**config.mk**
```make
export PLATFORM = sky130hd
export DESIGN_NAME = buzzer_alert_pattern_sequencer_top
export DESIGN_NICKNAME = d
export VERILOG_FILES = /design/src/rtl/bapseq_pkg.sv /design/src/rtl/buzzer_alert_pattern_sequencer_top.sv /design/src/rtl/bapseq_csr.sv
export VERILOG_INCLUDE_DIRS = /design/src /design/src/rtl
export SDC_FILE = /design/constraint.sdc
export NUM_CORES = 1
export LEC_CHECK = 0
export BUFFER_PORTS_ARGS = -buffer_cell sky130_fd_sc_hd__buf_4
export CORE_AREA = 3 3 166 168
export CTS_BUF_LIST = sky130_fd_sc_hd__clkbuf_8
export CTS_CLUSTER_DIAMETER = 60
export DETAILED_ROUTE_END_ITERATION = 8
export DIE_AREA = 0 0 169 171
export GPL_TIMING_DRIVEN = 0
export HOLD_SLACK_MARGIN = 0.03
export PLACE_DENSITY = 0.58
export SLEW_MARGIN = 20
export SYNTH_ARGS = -nofsm -noshare
export SYNTH_HDL_FRONTEND = slang
export SYNTH_SLANG_ARGS = --single-unit
```
**constraint.sdc**
```tcl
create_clock -name clock -period 7.5 [get_ports clock]
set_clock_uncertainty 0.2 [all_clocks]
set_input_delay 1.125 -clock clock [delete_from_list [all_inputs] [get_ports clock]]
set_output_delay 1.125 -clock clock [all_outputs]
set_load 0.02 [all_outputs]
```
**src/rtl/buzzer_alert_pattern_sequencer_top_macros.svh**
```systemverilog
// ----------------------------------------------------------------------------
// Buzzer pattern sequencer assertion macros
// Shared concurrent assertion forms for the sequencer RTL.
// ----------------------------------------------------------------------------
`ifndef BUZZER_ALERT_PATTERN_SEQUENCER_TOP_MACROS_SVH
`define BUZZER_ALERT_PATTERN_SEQUENCER_TOP_MACROS_SVH

// Same-cycle implication, disabled during reset.
`define BAPSEQ_ASSERT_NOW(label, clk, rst, ante, cons) \
   label: assert property (@(posedge clk) disable iff (rst) (ante) |-> (cons)) \
      else $error("bapseq assertion failed");

// Next-cycle implication, disabled during reset.
`define BAPSEQ_ASSERT_NEXT(label, clk, rst, ante, cons) \
   label: assert property (@(posedge clk) disable iff (rst) (ante) |=> (cons)) \
      else $error("bapseq assertion failed");

`endif

```
**src/rtl/bapseq_pkg.sv**
```systemverilog
// ----------------------------------------------------------------------------
// Buzzer pattern sequencer package
// Operation and pattern codes, register map, word types and small helpers.
// ----------------------------------------------------------------------------
package bapseq_pkg;

   localparam int ADDR_BITS = 4;

   localparam logic [1:0] OP_TICK    = 2'd0;
   localparam logic [1:0] OP_SET     = 2'd1;
   localparam logic [1:0] OP_ONESHOT = 2'd2;

   localparam logic [2:0] PAT_NONE     = 3'd0;
   localparam logic [2:0] PAT_REMINDER = 3'd1;
   localparam logic [2:0] PAT_SUCCESS  = 3'd2;
   localparam logic [2:0] PAT_WARNING  = 3'd3;
   localparam logic [2:0] PAT_CLICK    = 3'd4;

   localparam logic [1:0] REG_BEEP_ON  = 2'd0;
   localparam logic [1:0] REG_BEEP_OFF = 2'd1;
   localparam logic [1:0] REG_PERIOD   = 2'd2;
   localparam logic [1:0] REG_POLARITY = 2'd3;

   localparam logic [15:0] BEEP_ON_RESET  = 16'd100;
   localparam logic [15:0] BEEP_OFF_RESET = 16'd100;
   localparam logic [23:0] PERIOD_RESET   = 24'd5000;
   localparam logic        POLARITY_RESET = 1'b1;

   typedef struct packed {
      logic [1:0] op;
      logic [2:0] pattern;
   } req_type;

   typedef struct packed {
      logic       buzzer_sounding;
      logic       pin_level;
      logic [2:0] playing_pattern;
      logic [2:0] standing_pattern;
   } rsp_type;

   typedef struct packed {
      logic [15:0] on_ticks;
      logic [15:0] gap_ticks;
      logic [23:0] repeat_period_ms;
      logic        pin_active_high;
   } cfg_type;

   function automatic logic [2:0] clean_pattern(input logic [2:0] p);
      logic [2:0] r;
      r = (p > PAT_CLICK) ? PAT_NONE : p;
      return r;
   endfunction

   function automatic logic [1:0] beep_count(input logic [2:0] p);
      logic [1:0] r;
      case (p)
         PAT_REMINDER: r = 2'd2;
         PAT_SUCCESS:  r = 2'd1;
         PAT_WARNING:  r = 2'd3;
         PAT_CLICK:    r = 2'd1;
         default:      r = 2'd0;
      endcase
      return r;
   endfunction

endpackage

```
**src/rtl/buzzer_alert_pattern_sequencer_top.sv**
```systemverilog
// ----------------------------------------------------------------------------
// Buzzer pattern sequencer top level
// Tick-driven beep burst generator with standing and one-shot patterns.
// ----------------------------------------------------------------------------
// Usage:
//   req channel: one word per operation (1 ms tick, set standing pattern,
//   play one-shot). rsp channel: exactly one word per req word, giving the
//   buzzer drive, pin level, playing pattern and standing pattern after it.
//   The APB-style port sets beep on/off time, repeat period and polarity;
//   write it only while no word is in flight.
//   Path: a req word accepted sits in the input register, and its rsp
//   word is loaded into the result register. Throughput is one word per
//   cycle while the receiver does not stall: the state update is a few
//   counter increments and compares between the input and result registers.
//   When the receiver stalls, the result register holds its word and the
//   input register holds one more; req_ready drops only once both are full.
//   Reset clears both pipeline registers and all pattern state to none and
//   loads the register defaults (100, 100, 5000, active high).
// ----------------------------------------------------------------------------
`include "buzzer_alert_pattern_sequencer_top_macros.svh"

module buzzer_alert_pattern_sequencer_top #(
   parameter int TIME_BITS = 24
) (
   input  logic                             clock,
   input  logic                             reset,
   input  logic                             req_valid,
   output logic                             req_ready,
   input  bapseq_pkg::req_type              req_payload,
   output logic                             rsp_valid,
   input  logic                             rsp_ready,
   output bapseq_pkg::rsp_type              rsp_payload,
   input  logic                             psel,
   input  logic                             penable,
   input  logic                             pwrite,
   input  logic [bapseq_pkg::ADDR_BITS-1:0] paddr,
   input  logic [31:0]                      pwdata,
   output logic [31:0]                      prdata,
   output logic                             pready
);

   localparam int CMP_BITS = (TIME_BITS > 24) ? TIME_BITS : 24;

   bapseq_pkg::cfg_type cfg;

   bapseq_csr u_csr (
      .clock   (clock),
      .reset   (reset),
      .psel    (psel),
      .penable (penable),
      .pwrite  (pwrite),
      .paddr   (paddr),
      .pwdata  (pwdata),
      .prdata  (prdata),
      .pready  (pready),
      .cfg     (cfg)
   );

   // pipeline registers
   logic                in_valid_ff, in_valid_in;
   bapseq_pkg::req_type in_ff;
   logic                out_valid_ff, out_valid_in;
   bapseq_pkg::rsp_type out_ff, out_in;
   logic                advance;
   logic                step;

   // sequencer state
   logic [2:0]           standing_ff, standing_in;
   logic [2:0]           pending_ff, pending_in;
   logic [2:0]           playing_ff, playing_in;
   logic [1:0]           beeps_left_ff, beeps_left_in;
   logic                 sounding_ff, sounding_in;
   logic [TIME_BITS-1:0] phase_ff, phase_in;
   logic [TIME_BITS-1:0] cycle_ff, cycle_in;

   logic [TIME_BITS-1:0] phase_inc, cycle_inc;
   logic [17:0]          on_limit;
   logic [CMP_BITS-1:0]  phase_limit;
   logic                 phase_done;
   logic                 period_done;
   logic [2:0]           pat;
   logic                 start;
   logic [2:0]           start_pat;

   assign advance   = !out_valid_ff || rsp_ready;
   assign req_ready = !in_valid_ff || advance;
   assign step      = in_valid_ff && advance;

   assign in_valid_in  = req_ready ? req_valid : in_valid_ff;
   assign out_valid_in = advance ? in_valid_ff : out_valid_ff;

   // saturating elapsed counters
   assign phase_inc = (phase_ff == '1) ? phase_ff : phase_ff + TIME_BITS'(1);
   assign cycle_inc = (cycle_ff == '1) ? cycle_ff : cycle_ff + TIME_BITS'(1);

   always_comb begin
      case (playing_ff)
         bapseq_pkg::PAT_SUCCESS: on_limit = {1'b0, cfg.on_ticks, 1'b0}
                                            + {2'b00, cfg.on_ticks};
         bapseq_pkg::PAT_CLICK:   on_limit = {3'b000, cfg.on_ticks[15:1]};
         default:                 on_limit = {2'b00, cfg.on_ticks};
      endcase
   end

   assign phase_limit = sounding_ff ? CMP_BITS'(on_limit) : CMP_BITS'(cfg.gap_ticks);
   assign phase_done  = CMP_BITS'(phase_inc) >= phase_limit;
   assign period_done = CMP_BITS'(cycle_inc) >= CMP_BITS'(cfg.repeat_period_ms);

   assign pat = bapseq_pkg::clean_pattern(in_ff.pattern);

   always_comb begin
      standing_in   = standing_ff;
      pending_in    = pending_ff;
      playing_in    = playing_ff;
      beeps_left_in = beeps_left_ff;
      sounding_in   = sounding_ff;
      phase_in      = phase_ff;
      cycle_in      = cycle_ff;
      start         = 1'b0;
      start_pat     = bapseq_pkg::PAT_NONE;
      case (in_ff.op)
         bapseq_pkg::OP_TICK: begin
            phase_in = phase_inc;
            cycle_in = cycle_inc;
            if (beeps_left_ff != 2'd0) begin
               if (phase_done) begin
                  // toggle between on phase and off gap
                  if (sounding_ff) begin
                     sounding_in   = 1'b0;
                     beeps_left_in = beeps_left_ff - 2'd1;
                  end else begin
                     sounding_in = 1'b1;
                  end
                  phase_in = '0;
               end
            end else begin
               sounding_in = 1'b0;
               if (pending_ff != bapseq_pkg::PAT_NONE) begin
                  // one-shot done: fall back to the standing pattern
                  pending_in = bapseq_pkg::PAT_NONE;
                  if (standing_ff != bapseq_pkg::PAT_NONE) begin
                     start     = 1'b1;
                     start_pat = standing_ff;
                  end else begin
                     playing_in = bapseq_pkg::PAT_NONE;
                  end
               end else if (standing_ff == bapseq_pkg::PAT_REMINDER && period_done) begin
                  start     = 1'b1;
                  start_pat = bapseq_pkg::PAT_REMINDER;
               end else if (standing_ff == bapseq_pkg::PAT_SUCCESS ||
                            standing_ff == bapseq_pkg::PAT_WARNING) begin
                  standing_in = bapseq_pkg::PAT_NONE;
               end
            end
         end
         bapseq_pkg::OP_SET: begin
            if (standing_ff != pat) begin
               standing_in = pat;
               // apply at once only when nothing is playing
               if (beeps_left_ff == 2'd0 && pending_ff == bapseq_pkg::PAT_NONE) begin
                  if (pat == bapseq_pkg::PAT_NONE) begin
                     sounding_in = 1'b0;
                     playing_in  = bapseq_pkg::PAT_NONE;
                  end else begin
                     start     = 1'b1;
                     start_pat = pat;
                  end
               end
            end
         end
         bapseq_pkg::OP_ONESHOT: begin
            pending_in = pat;
            start      = 1'b1;
            start_pat  = pat;
         end
         default: ;
      endcase
      if (start) begin
         playing_in    = start_pat;
         beeps_left_in = bapseq_pkg::beep_count(start_pat);
         phase_in      = '0;
         cycle_in      = '0;
         sounding_in   = bapseq_pkg::beep_count(start_pat) != 2'd0;
      end
   end

   always_comb begin
      out_in.buzzer_sounding  = sounding_in;
      out_in.pin_level        = ~(sounding_in ^ cfg.pin_active_high);
      out_in.playing_pattern  = playing_in;
      out_in.standing_pattern = standing_in;
   end

   always_ff @(posedge clock) begin
      if (reset) begin
         in_valid_ff   <= 1'b0;
         out_valid_ff  <= 1'b0;
         standing_ff   <= bapseq_pkg::PAT_NONE;
         pending_ff    <= bapseq_pkg::PAT_NONE;
         playing_ff    <= bapseq_pkg::PAT_NONE;
         beeps_left_ff <= 2'd0;
         sounding_ff   <= 1'b0;
         phase_ff      <= '0;
         cycle_ff      <= '0;
      end else begin
         in_valid_ff  <= in_valid_in;
         out_valid_ff <= out_valid_in;
         if (step) begin
            standing_ff   <= standing_in;
            pending_ff    <= pending_in;
            playing_ff    <= playing_in;
            beeps_left_ff <= beeps_left_in;
            sounding_ff   <= sounding_in;
            phase_ff      <= phase_in;
            cycle_ff      <= cycle_in;
         end
      end
   end

   always_ff @(posedge clock) begin
      if (req_ready) begin
         in_ff <= req_payload;
      end
      if (step) begin
         out_ff <= out_in;
      end
   end

   assign rsp_valid   = out_valid_ff;
   assign rsp_payload = out_ff;

   `BAPSEQ_ASSERT_NOW(a_silent_without_beeps, clock, reset,
      beeps_left_ff == 2'd0, !sounding_ff)
   `BAPSEQ_ASSERT_NOW(a_oneshot_is_playing, clock, reset,
      pending_ff != bapseq_pkg::PAT_NONE, playing_ff == pending_ff)
   `BAPSEQ_ASSERT_NEXT(a_stall_holds_state, clock, reset,
      out_valid_ff && !rsp_ready,
      $stable(standing_ff) && $stable(beeps_left_ff) && $stable(phase_ff))
   `BAPSEQ_ASSERT_NEXT(a_stall_keeps_input, clock, reset,
      in_valid_ff && !advance, in_valid_ff && $stable(in_ff))

endmodule

```
**src/rtl/bapseq_csr.sv**
```systemverilog
// ----------------------------------------------------------------------------
// Buzzer pattern sequencer register block
// APB-style register file holding beep timing, repeat period and polarity.
// ----------------------------------------------------------------------------
module bapseq_csr (
   input  logic                            clock,
   input  logic                            reset,
   input  logic                            psel,
   input  logic                            penable,
   input  logic                            pwrite,
   input  logic [bapseq_pkg::ADDR_BITS-1:0] paddr,
   input  logic [31:0]                     pwdata,
   output logic [31:0]                     prdata,
   output logic                            pready,
   output bapseq_pkg::cfg_type             cfg
);

   bapseq_pkg::cfg_type cfg_ff;
   bapseq_pkg::cfg_type cfg_in;
   logic [1:0]          reg_index;
   logic                wr_en;

   assign pready    = 1'b1;
   assign reg_index = paddr[3:2];
   assign wr_en     = psel & penable & pwrite & pready;

   always_comb begin
      cfg_in = cfg_ff;
      if (wr_en) begin
         case (reg_index)
            bapseq_pkg::REG_BEEP_ON:  cfg_in.on_ticks         = pwdata[15:0];
            bapseq_pkg::REG_BEEP_OFF: cfg_in.gap_ticks        = pwdata[15:0];
            bapseq_pkg::REG_PERIOD:   cfg_in.repeat_period_ms = pwdata[23:0];
            bapseq_pkg::REG_POLARITY: cfg_in.pin_active_high  = pwdata[0];
            default: ;
         endcase
      end
   end

   always_comb begin
      case (reg_index)
         bapseq_pkg::REG_BEEP_ON:  prdata = {16'd0, cfg_ff.on_ticks};
         bapseq_pkg::REG_BEEP_OFF: prdata = {16'd0, cfg_ff.gap_ticks};
         bapseq_pkg::REG_PERIOD:   prdata = {8'd0, cfg_ff.repeat_period_ms};
         bapseq_pkg::REG_POLARITY: prdata = {31'd0, cfg_ff.pin_active_high};
         default:                  prdata = 32'd0;
      endcase
   end

   always_ff @(posedge clock) begin
      if (reset) begin
         cfg_ff.on_ticks         <= bapseq_pkg::BEEP_ON_RESET;
         cfg_ff.gap_ticks        <= bapseq_pkg::BEEP_OFF_RESET;
         cfg_ff.repeat_period_ms <= bapseq_pkg::PERIOD_RESET;
         cfg_ff.pin_active_high  <= bapseq_pkg::POLARITY_RESET;
      end else begin
         cfg_ff <= cfg_in;
      end
   end

   assign cfg = cfg_ff;

endmodule
```
# Word level (Yosys, flattened, before mapping)
# Cells that the tools add are included.
# totals
register_bits	132
# classes
muxes	60
n_lt_le_gt_ge	3
addsub	4
n_bitwise	4
reduce_logical	30
eq_ne	19
# ops
cell	count
2-to-1 mux 24 bit	8
case mux 32 bit (4 select lines)	1
2-to-1 mux 3 bit	21
adder 24 x 1 -> 24 bit, second input constant	2
equality test 24 bit, second input constant	2
case mux 18 bit (2 select lines)	1
greater-or-equal comparator 24 x 18 -> 1 bit	1
greater-or-equal comparator 24 bit	1
adder 17 x 16 -> 18 bit	1
2-to-1 mux 18 bit	1
case mux 3 bit (2 select lines)	3
equality test 3 x 2 -> 1 bit, second input constant	5
2-to-1 mux 1 bit	15
nonzero test 2 bit	7
2-to-1 mux 2 bit	6
AND reduction 2 bit	5
case mux 3 bit (3 select lines)	1
equality test 2 bit, second input constant	3
equality test 3 x 1 -> 1 bit, second input constant	2
equality test 3 bit, second input constant	2
zero test 2 bit	3
zero test 3 bit	2
case mux 2 bit (3 select lines)	1
nonzero test 3 bit	2
other kinds (16)	24

# Logic depth before layout (Yosys ltp)
# depth
word_depth	16
mapped_depth	23
depth_no_buf	22

# Cells and area by module
# Synthesis repeated with hierarchy kept, for this count alone.
# hier_totals
hier_cells	1087
area_unflattened_um2	9123.8
# modules_own_cells
mod	area_each_um2	n_inst	cells_per_inst
buzzer_alert_pattern_sequencer_top	6316.1	1	784
bapseq_csr	2807.7	1	303

# Least setup slack after synthesis
# No wires, ideal clock.
# synth_timing
path_type	flip-flop to flip-flop
startpoint	register u_csr.cfg_ff, in the netlist u_csr.cfg[42]
endpoint	register out_ff, in the netlist rsp_payload[6], data pin
setup_ps	277
required_ps	7023
setup_slack_ps	2905
path_stages_with_launch	19
synth_period_minus_slack_ps	4595
path_buffers	0
t_arrival_ps	4118
path_cell_list	dfxtp_1 -> ha_1 -> a21o_1 -> a21o_1 -> a2111oi_0 -> or3_1 -> a31oi_1 -> a211o_1 -> a21oi_1 -> xnor2_1 -> nand2_1 -> ha_1 -> and4_1 -> nand4_1 -> o31a_2 -> a41o_1 -> a32o_2 -> a222oi_1 -> o311ai_1
# synth_rtl
item	line_no	text
start: declaration	bapseq_csr.sv:18	bapseq_pkg::cfg_type cfg_ff;
start signal: assignment	bapseq_csr.sv:57	cfg_ff <= cfg_in;
end signal: assignment	buzzer_alert_pattern_sequencer_top.sv:225	out_ff <= out_in;
end: declaration	buzzer_alert_pattern_sequencer_top.sv:63	bapseq_pkg::rsp_type out_ff, out_in;

# Worst setup path after layout
# layout_timing
startpoint	register cycle_ff[10]
endpoint	register cycle_ff[16]
# layout_between
elab_chain_len	10
elab_cells_between_ends	13
cone_classes	add/sub: 1; order compare: 1; eq/ne: 1; mux: 7; reduce/logical: 3
# layout_rtl
item	line_no	text
start: declaration	buzzer_alert_pattern_sequencer_top.sv:74	logic [TIME_BITS-1:0] cycle_ff, cycle_in;
start signal: assignment	buzzer_alert_pattern_sequencer_top.sv:215	cycle_ff <= cycle_in;
adder 24 x 1 -> 24 bit / equality test 24 bit (equally long branches)	buzzer_alert_pattern_sequencer_top.sv:94	assign cycle_inc = (cycle_ff == '1) ? cycle_ff : cycle_ff + TIME_BITS'(1);
2-to-1 mux 24 bit (*)	buzzer_alert_pattern_sequencer_top.sv:94	
greater-or-equal comparator 24 bit	buzzer_alert_pattern_sequencer_top.sv:107	assign period_done = CMP_BITS'(cycle_inc) >= CMP_BITS'(cfg.repeat_period_ms);
logical AND 1 bit	buzzer_alert_pattern_sequencer_top.sv:147	end else if (standing_ff == bapseq_pkg::PAT_REMINDER && period_done) begin
2-to-1 mux 1 bit	buzzer_alert_pattern_sequencer_top.sv:147	
2-to-1 mux 1 bit	buzzer_alert_pattern_sequencer_top.sv:138	if (pending_ff != bapseq_pkg::PAT_NONE) begin
2-to-1 mux 1 bit	buzzer_alert_pattern_sequencer_top.sv:125	if (beeps_left_ff != 2'd0) begin
case mux 1 bit (3 select lines)	buzzer_alert_pattern_sequencer_top.sv:121	case (in_ff.op)
nonzero test 2 bit (no source line)	n/a	
AND reduction 2 bit (no source line)	n/a	
# Mark *: on every way between the ends. The rest lies on a longest branch, timed or not. The select of a mux whose other input is x is not followed.
# A chain may end at the register's enable or synchronous reset.

==> run summary <==
Post-route cell area: 10,200 um^2
Routability cong.: 0.848
Hold_buf cts: 0
Period minus WS final: 5.99 ns
Max Cap Viol: 0
Die H: 171 um
Sink Count: 132
EDFF count, synth: 13
Ys flop type: dfxtp_1
Worst min path class: flop to flop
Clk_lat worst skew: 0.47 ns
Post-DP HPWL: 20,700 um
Tot Pwr: 1.54 mW
Post-layout util: 39.2%
Cell area after synthesis: 8850 um^2
Setup repair after global routing missed its margin: false
Post-CTS Setup Inserts: 0
Post-synthesis cell count: 1,135
CTS tree: done
Power Density: 151 nW/um^2
Effective utilization at floorplan: 34.0%
H-tree depth: 4
Port buffer count: 71
Final Max Slew Viols: 0
Largest cells by area after synthesis: dfxtp_1 27%, ha_1 8.6%, nand2_1 7.7%, a21oi_1 6.0%, edfxtp_1 4.4%
Syn_area_per_cell: 7.80 um^2
Worst Path Max Fanout: 10
Seq/Total Area, Yosys: 31.3%
Worst Hold Slack: 0.269 ns
Antenna cell count: 0
Final-report hold violation count: 0
Synth cell count leaders: 181 x nand2_1, 119 x dfxtp_1, 106 x a21oi_1
Critical Path Slowest Stage Cell: a2111oi_0
Max VDD drop: 0.0000985 V
DP Area: 9830 um^2
FMAX: 167 MHz
Arrival time at the worst endpoint: 6.12 ns
Post-synth top area cell: dfxtp_1
CP Capture Type: flop
Startpoint types: flop
CP Cell Sequence: clkbuf_1 -> and4_1 -> nand3_1 -> nor4_1 -> nor2_1 -> and4_1 -> xor2_1 -> ha_1 -> o21ai_0 -> a2111oi_0 -> nor4b_1 -> a31oi_1 -> nand3_2 -> clkbuf_1 -> nor2_1 -> o21ai_0 -> a21oi_1
Global-route wire length before repair: 41,800 um
# resized after CTS: 0
Antenna Nets Post-Route: 0
Post-synth ARST share: 0%
Die ar.: 28,900 um^2
Layout cells sized above 1: 11.7%
Vias in the first global route: 7,635
# IOs: 91
Via-to-Cell Ratio: 5.29
Top-count cell post-synth: nand2_1
# DRC: 0
Initial antenna violation count: 0
Cts bufs inserted: 17
Endpoints failing setup: 0
Crit path buf inv count: 2
Grt total ovfl: 0
Post-synth top area share: 26.9%
Slew headroom: 25.6%
Yosys warns: 0
Layout area overhead: 15.6%
DRT iter0 DRCs: 591
Routed via count: 8,363
Pleak: 3.99 nW
Status: complete, no violations
Initial DRT Pass Iterations: 6
Largest net degree at the start of global routing: 17
Max Root-Sink Buffers: 2
CP required: 7.62 ns
Post-Route WL: 27,000 um
Setup Crit Path Kind: flop to flop
Delay-heaviest family, CP: simple AND/OR/NAND/NOR gates
# rows: 59
Synth cell types: 78
Die width: 169 um
Max stage delay on crit path: 0.97 ns
Clock Pin Slew Worst Setup and Hold Paths: 0.08 ns
Worst-Margin Slew: 1.09 ns
Layout Nets: 1,342
Setup_tns: 0 ns
Tcrit/Tclk final: 79.9%
Gr usage total: 18.2%
Core area: 26,100 um^2
Drt wl/cell: 17.1 um
Yosys reg bits: 132
Root Buffer: clkbuf_8
==> final cells by class <==
type / instances / area, um^2
Fill cell: 2765 / 15800
Multi-Input combinational cell: 896 / 5610
Sequential cell: 132 / 2770
Timing Repair Buffer: 71 / 533
Tap cell: 335 / 419
Buffer: 70 / 335
Clock buffer: 17 / 234
Inverter: 44 / 165
Clock inverter: 15 / 159
==> layer usage <==
| layer | track usage (%) | share of wire [%] |
|---|---|---|
| met3 | 2.77 | 3.4 |
| met5 | 0 | 0 |
| met4 | 3.53 | 1.1 |
| met1 | 24.5 | 46 |
| met2 | 31.4 | 49 |
==> registers in the layout (all words and copies together), names as in the netlist <==
register	cells
sounding_ff	1
in_valid_ff	1
u_csr.cfg	57
rsp_valid	1
in_ff	5
beeps_left_ff	2
cycle_ff	24
phase_ff	24
standing_ff	3
pending_ff	3
rsp_payload	8
playing_ff	3
==> report_power, final <==
| part | internal (mW) | switching (mW) |
|---|---|---|
| Sequential | 0.724 | 0.0105 |
| Combinational | 0.0683 | 0.118 |
| Clock | 0.298 | 0.325 |
==> path summary, 6_finish.rpt <==
check / start / end / slack [ns] / depth (start not counted)
worst max-delay path: cycle_ff[10] / cycle_ff[16] / 1.51 / 17
worst min register to register: u_csr.cfg[22] / u_csr.cfg[22] / 0.27 / 2
worst max register to register: cycle_ff[10] / cycle_ff[16] / 1.51 / 17
worst min-delay path: u_csr.cfg[22] / u_csr.cfg[22] / 0.27 / 2
==> layout by cell type (no fill, tap or decap), types with 25 or more instances in the layout <==
cell        n
nand2_1   181
dfxtp_1   119
a21oi_1   106
nor2_1    103
buf_4      80
ha_1       61
o21ai_0    53
clkbuf_1   49
inv_1      45
xnor2_1    39
a22oi_1    38
nand3_1    37
mux2i_1    25
==> per-stage QoR <==
stage | setup WS [ns] | std cells
finish | 1.51 | 1580
global route | 1.13 | 1580
CTS | 1.52 | 1580
detailed placement | 1.58 | 1548
global placement | 1.67 | 1548
floorplan | 2.90 | 1142
==> worst register-to-register path, stage by stage (launching register included) <==
cell	delay, ns
dfxtp_1	0.31
clkbuf_1	0.26
and4_1	0.29
nand3_1	0.21
nor4_1	0.88
nor2_1	0.27
and4_1	0.30
xor2_1	0.20
ha_1	0.22
o21ai_0	0.10
a2111oi_0	0.97
nor4b_1	0.44
a31oi_1	0.16
nand3_2	0.27
clkbuf_1	0.42
nor2_1	0.09
o21ai_0	0.18
a21oi_1	0.09
==> cells by family (layout without fill, tap and decap cells) <==
logic type | count (synthesis) | after routing | share of synthesized area [%]
XOR/XNOR | 55 | 55 | 5.44
AND/OR/NAND/NOR | 459 | 459 | 24.9
flip-flops | 132 | 132 | 31.3
AO/OA/AOI/OAI | 282 | 282 | 20.2
buffers and inverters | 114 | 217 | 5.66
multiplexers | 29 | 29 | 3.51
other | 2 | 9 | 0.0849
adder cells (fa/ha/maj) | 62 | 62 | 8.85
Power figures use the tool's default switching activity.
